### config.mk
export PLATFORM = sky130hd
export DESIGN_NAME = ptc_front
export DESIGN_NICKNAME = d
export VERILOG_FILES = /design/src/hdl/ptc_pkg.sv /design/src/hdl/ptc_front.sv
export SDC_FILE = /design/constraint.sdc
export NUM_CORES = 1
export LEC_CHECK = 0
export BUFFER_PORTS_ARGS = -buffer_cell sky130_fd_sc_hd__buf_2
export CAP_MARGIN = 20
export CORE_MARGIN = 4
export CORE_UTILIZATION = 40
export CTS_CLUSTER_SIZE = 20
export DETAILED_ROUTE_END_ITERATION = 8
export PLACE_DENSITY_LB_ADDON = 0.1
export SLEW_MARGIN = 20
export SYNTH_ARGS = -nofsm -noshare
export SYNTH_HDL_FRONTEND = slang
export SYNTH_SLANG_ARGS = --single-unit
### constraint.sdc
create_clock -name clk_i -period 5.55 [get_ports clk_i]
set_input_delay 1.11 -clock clk_i [delete_from_list [all_inputs] [get_ports clk_i]]
set_output_delay 1.11 -clock clk_i [all_outputs]
set_load 0.05 [all_outputs]
### src/hdl/ptc_pkg.sv
package ptc_pkg;

  localparam int TS_W       = 48;
  localparam int CNT_W      = 32;
  localparam int CFG_W      = 32;
  localparam int CFG_IDX_W  = 1;
  localparam int NUM_WIN    = 6;
  localparam int IN_DATA_W  = 112;
  localparam int IN_USER_W  = 2;
  localparam int OUT_DATA_W = 232;

  // Window counter slots
  localparam int W_CHECKS   = 0;
  localparam int W_ALLOWED  = 1;
  localparam int W_REJECTED = 2;
  localparam int W_INVALID  = 3;
  localparam int W_INTERVAL = 4;
  localparam int W_REVERSE  = 5;

  // Register indexes
  localparam logic [CFG_IDX_W-1:0] CFG_MIN_INTERVAL = 1'd0;
  localparam logic [CFG_IDX_W-1:0] CFG_REV_COOLDOWN = 1'd1;

  // Operation codes on the request tuser
  typedef enum logic [1:0] {
    OP_CHECK   = 2'd0,
    OP_ACCEPT  = 2'd1,
    OP_CONSUME = 2'd2
  } op_e;

  // Request class decided by the front end
  typedef enum logic [2:0] {
    K_CHECK,
    K_INVALID,
    K_ACCEPT,
    K_CONSUME,
    K_IGNORE
  } kind_e;

  typedef enum logic [1:0] {
    RSN_NONE     = 2'd0,
    RSN_INVALID  = 2'd1,
    RSN_INTERVAL = 2'd2,
    RSN_REVERSE  = 2'd3
  } reason_e;

  typedef enum logic [1:0] {
    BS_IDLE,
    BS_DIFF,
    BS_EVAL
  } bstate_e;

  typedef struct packed {
    kind_e                   kind;
    logic signed [1:0]       dir;
    logic                    reduce;
    logic signed [TS_W-1:0]  now;
    logic signed [TS_W-1:0]  tick;
  } item_t;

  // One symbol table word
  typedef struct packed {
    logic signed [1:0]       dir;
    logic signed [TS_W-1:0]  tick;
    logic signed [TS_W-1:0]  time_ms;
  } entry_t;

  typedef struct packed {
    logic [CFG_W-1:0] min_interval;
    logic [CFG_W-1:0] rev_cooldown;
  } cfg_t;

  typedef struct packed {
    logic                            allowed;
    reason_e                         reason;
    logic [CNT_W-1:0]                remaining;
    logic [NUM_WIN-1:0][CNT_W-1:0]   win;
  } result_t;

  function automatic logic [CNT_W-1:0] sat_inc(input logic [CNT_W-1:0] v);
    return (&v) ? v : v + 1'b1;
  endfunction

endpackage

### src/hdl/ptc_front.sv
module ptc_front #(
  parameter int SYMBOLS = 256,
  localparam int DEPTH  = (SYMBOLS < 256) ? SYMBOLS : 256,
  localparam int IDXW   = $clog2(DEPTH)
) (
  input  logic                            clk_i,
  input  logic                            rst_ni,
  input  logic                            in_valid_i,
  output logic                            in_ready_o,
  input  logic [ptc_pkg::IN_USER_W-1:0]   in_user_i,
  input  logic [ptc_pkg::IN_DATA_W-1:0]   in_data_i,
  output logic                            head_valid_o,
  output ptc_pkg::item_t                  head_item_o,
  output logic [IDXW-1:0]                 head_idx_o,
  input  logic                            pop_i
);
  import ptc_pkg::*;

  // symbol_id to table slot, wrapping at SYMBOLS
  function automatic logic [256*IDXW-1:0] build_map();
    logic [256*IDXW-1:0] m;
    m = '0;
    for (int i = 0; i < 256; i++) begin
      m[i*IDXW +: IDXW] = IDXW'(i % SYMBOLS);
    end
    return m;
  endfunction

  localparam logic [256*IDXW-1:0] SYM_MAP = build_map();

  logic [7:0]        sym_id;
  logic              sym_valid;
  logic signed [1:0] dir;
  item_t             item;
  logic [IDXW-1:0]   idx;

  item_t             item_mem_q [2];
  logic [IDXW-1:0]   idx_mem_q  [2];
  logic [1:0]        count_q, count_d;
  logic              wr_ptr_q, rd_ptr_q;
  logic              push;

  assign sym_id    = in_data_i[7:0];
  assign sym_valid = in_data_i[8];
  assign dir       = in_data_i[10:9];
  assign idx       = SYM_MAP[sym_id*IDXW +: IDXW];

  // Classify the request
  always_comb begin
    item.dir    = dir;
    item.reduce = in_data_i[11];
    item.now    = in_data_i[59:12];
    item.tick   = in_data_i[107:60];
    unique case (in_user_i)
      OP_CHECK:   item.kind = (!sym_valid || dir == 2'sd0) ? K_INVALID : K_CHECK;
      OP_ACCEPT:  item.kind = sym_valid ? K_ACCEPT : K_IGNORE;
      OP_CONSUME: item.kind = K_CONSUME;
      default:    item.kind = K_IGNORE;
    endcase
  end

  // Two-entry queue toward the back end
  assign in_ready_o   = (count_q != 2'd2);
  assign push         = in_valid_i && in_ready_o;
  assign head_valid_o = (count_q != 2'd0);
  assign head_item_o  = item_mem_q[rd_ptr_q];
  assign head_idx_o   = idx_mem_q[rd_ptr_q];

  always_comb begin
    count_d = count_q;
    if (push && !pop_i) begin
      count_d = count_q + 2'd1;
    end else if (pop_i && !push) begin
      count_d = count_q - 2'd1;
    end
  end

  always_ff @(posedge clk_i or negedge rst_ni) begin
    if (!rst_ni) begin
      count_q  <= 2'd0;
      wr_ptr_q <= 1'b0;
      rd_ptr_q <= 1'b0;
    end else begin
      count_q <= count_d;
      if (push) begin
        wr_ptr_q <= ~wr_ptr_q;
      end
      if (pop_i) begin
        rd_ptr_q <= ~rd_ptr_q;
      end
    end
  end

  always_ff @(posedge clk_i) begin
    if (push) begin
      item_mem_q[wr_ptr_q] <= item;
      idx_mem_q[wr_ptr_q]  <= idx;
    end
  end

endmodule

Yosys cells after proc, flatten, opt, wreduce, memory -nomap -nowiden
Memories as Yosys holds them, arrays and structs flattened.
Cells that the tools add are included.
{"block": "op_classes", "n_shift": 1, "n_eq_ne": 3, "reduce_logical": 11, "addsub": 2, "n_bitwise": 2, "n_mux": 7}
{"operator": "variable part select 2048 x 12 -> 8 bit, first input constant", "n": 1}
{"operator": "one-hot mux 3 bit (3 select lines)", "n": 1}
{"operator": "logical NOT 2 bit", "n": 2}
{"operator": "two-way mux 2 bit", "n": 2}
{"operator": "nonzero test 2 bit", "n": 2}
{"operator": "logical AND 1 bit", "n": 3}
{"operator": "logical NOT 1 bit", "n": 3}
{"operator": "two-way mux 1 bit", "n": 3}
{"operator": "two-way mux 3 bit", "n": 1}
{"operator": "adder 2 x 1 -> 2 bit, second input constant", "n": 1}
{"operator": "equality test 2 x 1 -> 1 bit, second input constant", "n": 1}
{"operator": "equality test 2 bit, second input constant", "n": 1}
{"operator": "inequality test 2 bit, second input constant", "n": 1}
{"operator": "NOT 1 bit", "n": 2}
{"operator": "subtractor 2 x 1 -> 2 bit, second input constant", "n": 1}
{"operator": "logical OR 1 bit", "n": 1}
{"block": "word_totals", "inputBits": 118, "register_bits": 4, "memories": 2, "elab_cells": 31, "mem_bits_rw": 220, "output_inout_bits": 112}
{"memory": "item_mem_q", "depth": 2, "word_bits": 102, "read_ports": 1, "rd_clocked_by_memory_dff": 0, "write_ports": 1, "line_no": "ptc_front.sv:37", "rtl": "item_t item_mem_q [2];"}
{"memory": "idx_mem_q", "depth": 2, "word_bits": 8, "read_ports": 1, "rd_clocked_by_memory_dff": 0, "write_ports": 1, "line_no": "ptc_front.sv:38", "rtl": "logic [IDXW-1:0] idx_mem_q [2];"}

Longest topological paths before layout
{"block": "depth", "ltp_word": 6, "mapped_depth": 7, "mapped_depth_nobuf": 7}

Least setup slack after synthesis
No wires, ideal clock.
{"block": "synth_timing", "kind": "input port to flip-flop", "startpoint": "in in_valid_i", "endpoint": "mem idx_mem_q[0][0] (netlist bit) (enable)", "setup_ns": 0.581, "setup_slack_ns": -0.830, "arrival_time_ns": 5.799, "stages": 2, "n_path_buf": 0, "path_cell_list": "nand2_1 -> nor2_1"}
{"block": "synth_between", "elab_chain_cells": 3}
{"element": "from (decl)", "line_no": "ptc_front.sv:8", "rtl": "input logic in_valid_i,"}
{"element": "logical AND 1 bit", "line_no": "ptc_front.sv:64", "rtl": "assign push = in_valid_i && in_ready_o;"}
{"element": "two-way mux 1 bit", "line_no": "ptc_front.sv:95", "rtl": "if (push) begin"}
{"element": "two-way mux 1 bit (implied by the code)", "line_no": "ptc_front.sv:97", "rtl": "idx_mem_q[wr_ptr_q] <= idx;"}
{"element": "to (decl)", "line_no": "ptc_front.sv:38"}
No other way between the ends.

==> tab_implementation.tex <==
\begin{tabular}{lr}
\hline
Metric & Value \\
\hline
\multicolumn{2}{l}{\textbf{STA}} \\
\quad Slew Viols, Final & 0 \\
\quad F\_max & approximately 0.27 GHz \\
\quad Worst slew slack as a fraction of its limit & 0.3410 \\
\quad Post-route clock period utilization & 0.6772 \\
\quad Unrepaired setup endpoints after global routing & no \\
\quad Summed negative setup slack over all endpoints & 0 ns \\
\quad Worst Clk Skew & 0.008155 ns \\
\quad Clock period minus worst slack & between 3 and 4 ns \\
\quad Setup violators final & 0 \\
\quad Final hold violation count & 0 \\
\quad Actual transition at the worst max-transition pin & between 0.9 and 1 ns \\
\multicolumn{2}{l}{\textbf{Critical path}} \\
\quad Critical path endpoint category & primary output \\
\quad Setup crit start kind & register \\
\quad Required arrival time at the worst endpoint & 4.44 ns \\
\quad Worst setup path category & reg -> out \\
\quad Top fanout value on the critical path & 67 \\
\quad Crit path DAT & 2.65 ns \\
\multicolumn{2}{l}{\textbf{Final layout}} \\
\quad Ratio of cells with drive above 1 in the final layout & 0.6111 \\
\quad Number of fillers in the final layout & about 1700 \\
\quad Layout Nets & between 700 and 800 \\
\quad Total inserted antenna cells & 0 \\
\quad Final non-filler cell total & 900 \\
\quad Layout overhead on the synthesized area & 27.04\% \\
\multicolumn{2}{l}{\textbf{Routing}} \\
\quad Post-Route WL & approximately 16 mm \\
\quad Pre-Repair DR Iteration Count & 4 \\
\quad Via count of the routed design & around 4200 \\
\quad Residual DRC & 0 \\
\quad Detailed router's first-iteration violation count & between 150 and 200 \\
\quad Post-detailed-route count of antenna-violating nets & 0 \\
\quad Average detailed-routed wire length per instance & $\sim$18 um \\
\quad Number of vias per cell after detailed routing & about 4.6 \\
\multicolumn{2}{l}{\textbf{Synthesis}} \\
\quad Cells taking the most area after synthesis & edfxtp\_1 (81\%), mux2\_2 (15\%), buf\_6 (1.4\%), dfrtp\_1 (1.2\%), xor2\_1 (0.32\%) \\
\quad Total nets after synthesis & between 400 and 500 \\
\quad Share of Yosys cell area claimed by the top area cell type & 0.8057 \\
\quad YS warnings & 0 \\
\quad Flip-flop and latch count after synthesis & between 200 and 250 \\
\quad Unique cell type count in the Yosys netlist & 16 \\
\quad Sequential share of the synthesized area & 0.8179 \\
\quad Netlist area before placement & about 8000 sq um \\
\quad Post-synthesis cell count & around 370 \\
\quad Synth Area per Inst & around 22 sq um \\
\quad Biggest area consumer among synthesized cells & edfxtp\_1 \\
\multicolumn{2}{l}{\textbf{Clocking}} \\
\quad Number of buffers inserted by hold repair at cts & 0 \\
\quad CTS tree & built \\
\quad Number of CTS-inserted buffers & 24 \\
\quad Clock transition time at the flip-flop clock pins of the worst setup and hold paths & 0.06 ns \\
\quad Total setup buffers inserted after CTS & 0 \\
\quad Cell chosen for the clock root & clkbuf\_16 \\
\quad Count of clock tree sinks & around 220 \\
\quad Max Buffers Root-to-Sink & 3 \\
\quad H-tree depth & 1 \\
\quad CTS resizes & 0 \\
\quad Insertion delay to the later sink of the worst-skew pair & 0.51 ns \\
\multicolumn{2}{l}{\textbf{Pwr}} \\
\quad Worst ir drop on vdd & about 350 uV \\
\quad PwrDens & 641.5 nW/um\^{}2 \\
\quad Lkg Pwr & about 4 nW \\
\multicolumn{2}{l}{\textbf{Floorplan}} \\
\quad Die Footprint & between 20000 and 25000 sq um \\
\quad Vertical extent of the die & $\sim$150 um \\
\quad Initial cell density of the core & 0.4065 \\
\quad Placeable core region & between 20000 and 25000 sq um \\
\quad Total I/O pin count & between 200 and 250 \\
\quad Row Count & 52 \\
\quad Chip width & 151.2 um \\
\multicolumn{2}{l}{\textbf{Placement}} \\
\quad Final weighted congestion of routability-driven global placement & $\sim$0.70 \\
\quad Placed cell count & 856 \\
\quad Detailed Place HPWL & 10.32 mm \\
\quad Input/output buffers & 225 \\
\multicolumn{2}{l}{\textbf{GRT}} \\
\quad First-pass GRT wire length & $\sim$23 mm \\
\quad Via count of the first global-routing pass & about 4500 \\
\quad Total Routing Usage GR & 0.1301 \\
\quad Maximum number of pins on one net before global-route repair & between 70 and 80 \\
\quad Antenna violations before repair & 1 \\
\quad Remaining Overflow, GRT & 0 \\
\multicolumn{2}{l}{\textbf{Run}} \\
\quad Max cap viols & 0 \\
\multicolumn{2}{l}{\textbf{Hold path}} \\
\quad Class of the most critical hold timing path & in -> async \\
\multicolumn{2}{l}{\textbf{Status}} \\
\quad Result of the run & finished, final reports clean \\
\hline
\end{tabular}
## synthesized netlist by cell type (all sizes together)
| cell type | count |
|---|---|
| and2 | 1 |
| and3 | 1 |
| buf | 12 |
| dfrtp | 4 |
| edfxtp | 220 |
| ha | 1 |
| inv | 3 |
| mux2 | 110 |
| mux2i | 1 |
| nand2 | 1 |
| nand2b | 2 |
| nor2 | 5 |
| or2 | 1 |
| xnor2 | 2 |
| xor2 | 3 |
## registers in the layout, indices dropped and copies added (netlist names)
register    cells
item_mem_q    204
rd_ptr_q        1
idx_mem_q      16
count_q         2
wr_ptr_q        1
## power breakdown
part           switching (mW)  internal (mW)  leakage (nW)
registers               0.180           2.32          2.09
clock network           0.622          0.981         0.396
logic                    1.89          0.693          1.42
## layout by cell type (no fill, tap or decap), types with 4 or more instances in the layout
master and instances:
nor2_1 4, bufinv_16 4, edfxtp_1 220, buf_2 225
clkinv_2 8, clkbuf_16 24, mux2_2 110, buf_4 6
## path summary, 6_finish.rpt
| check | startpoint | end | slack (ns) | cells past startpoint |
|---|---|---|---|---|
| setup reg to reg | count_q[0]$_DFFE_PN0P_ | item_mem_q[0][14]$_DFFE_PP_ | 3.57 | 4 |
| hold / removal | rst_ni | wr_ptr_q$_DFFE_PN0N_ | 0.40 | 1 |
| setup / recovery | rd_ptr_q$_DFFE_PN0P_ | head_item_o[43] | 1.79 | 3 |
| min in group clk_i | count_q[1]$_DFFE_PN0P_ | count_q[1]$_DFFE_PN0P_ | 0.49 | 1 |
| hold reg to reg | count_q[1]$_DFFE_PN0P_ | count_q[1]$_DFFE_PN0P_ | 0.49 | 1 |
| max in group asynchronous | rst_ni | rd_ptr_q$_DFFE_PN0P_ | 5.01 | 1 |
## routing by layer
layer | wire [um] | track usage | vias up | share of wire
met5 | 13 | 0 | - | 0.00082
met4 | 264 | 0.03762 | 2 | 0.017
li1 | - | - | 1955 | -
met3 | 1694 | 0.05476 | 25 | 0.11
met2 | 7723 | 0.2210 | 153 | 0.49
met1 | 6141 | 0.1513 | 2027 | 0.39
## critical path: stages, from the launching register on
cell and delay [ns]:
dfrtp_4 1.05, buf_4 0.44, mux2_2 0.39, buf_2 0.22
## final cells by class
class,instances,area (sq um),share of cell area
clock buffer,26,608.1,0.05838
clock inverter,18,206.4,0.01982
tap,270,337.8,0.03243
timing repair buffer,231,1171,0.1124
inverter,3,11.26,0.001081
multi-input combinational,128,1371,0.1317
sequential,224,6710,0.6442
## per-stage QoR
| stage | power, mW | instance area, sq um | hold slack [ns] | utilization | worst slack (ns) |
|---|---|---|---|---|---|
| after floorplan | 4.623 | 8202 | 0.4559 | - | 1.025 |
| after global placement | 5.123 | 9602 | 0.4725 | 0.4761 | 2.279 |
| after detailed placement | 5.159 | 9602 | 0.4824 | 0.4761 | 2.248 |
| after CTS | 6.789 | 10420 | 0.3721 | 0.5164 | 1.703 |
| after global routing | 6.976 | 10420 | 0.3781 | 0.5164 | 1.661 |
| final | 6.682 | 10420 | 0.3980 | 0.5164 | 1.792 |
## kinds of logic (layout without fill, tap and decap cells)
kind of cell  Yosys count  count (layout)  share of synthesized area
xor+xnor                5               5                   0.005342
fa+ha+maj               1               1                   0.001526
buf+inv                15             278                    0.01633
simple gates           11              11                   0.006563
flops                 224             224                     0.8179
mux                   111             111                     0.1523
Note: power is estimated with default switching activity, not from simulation.
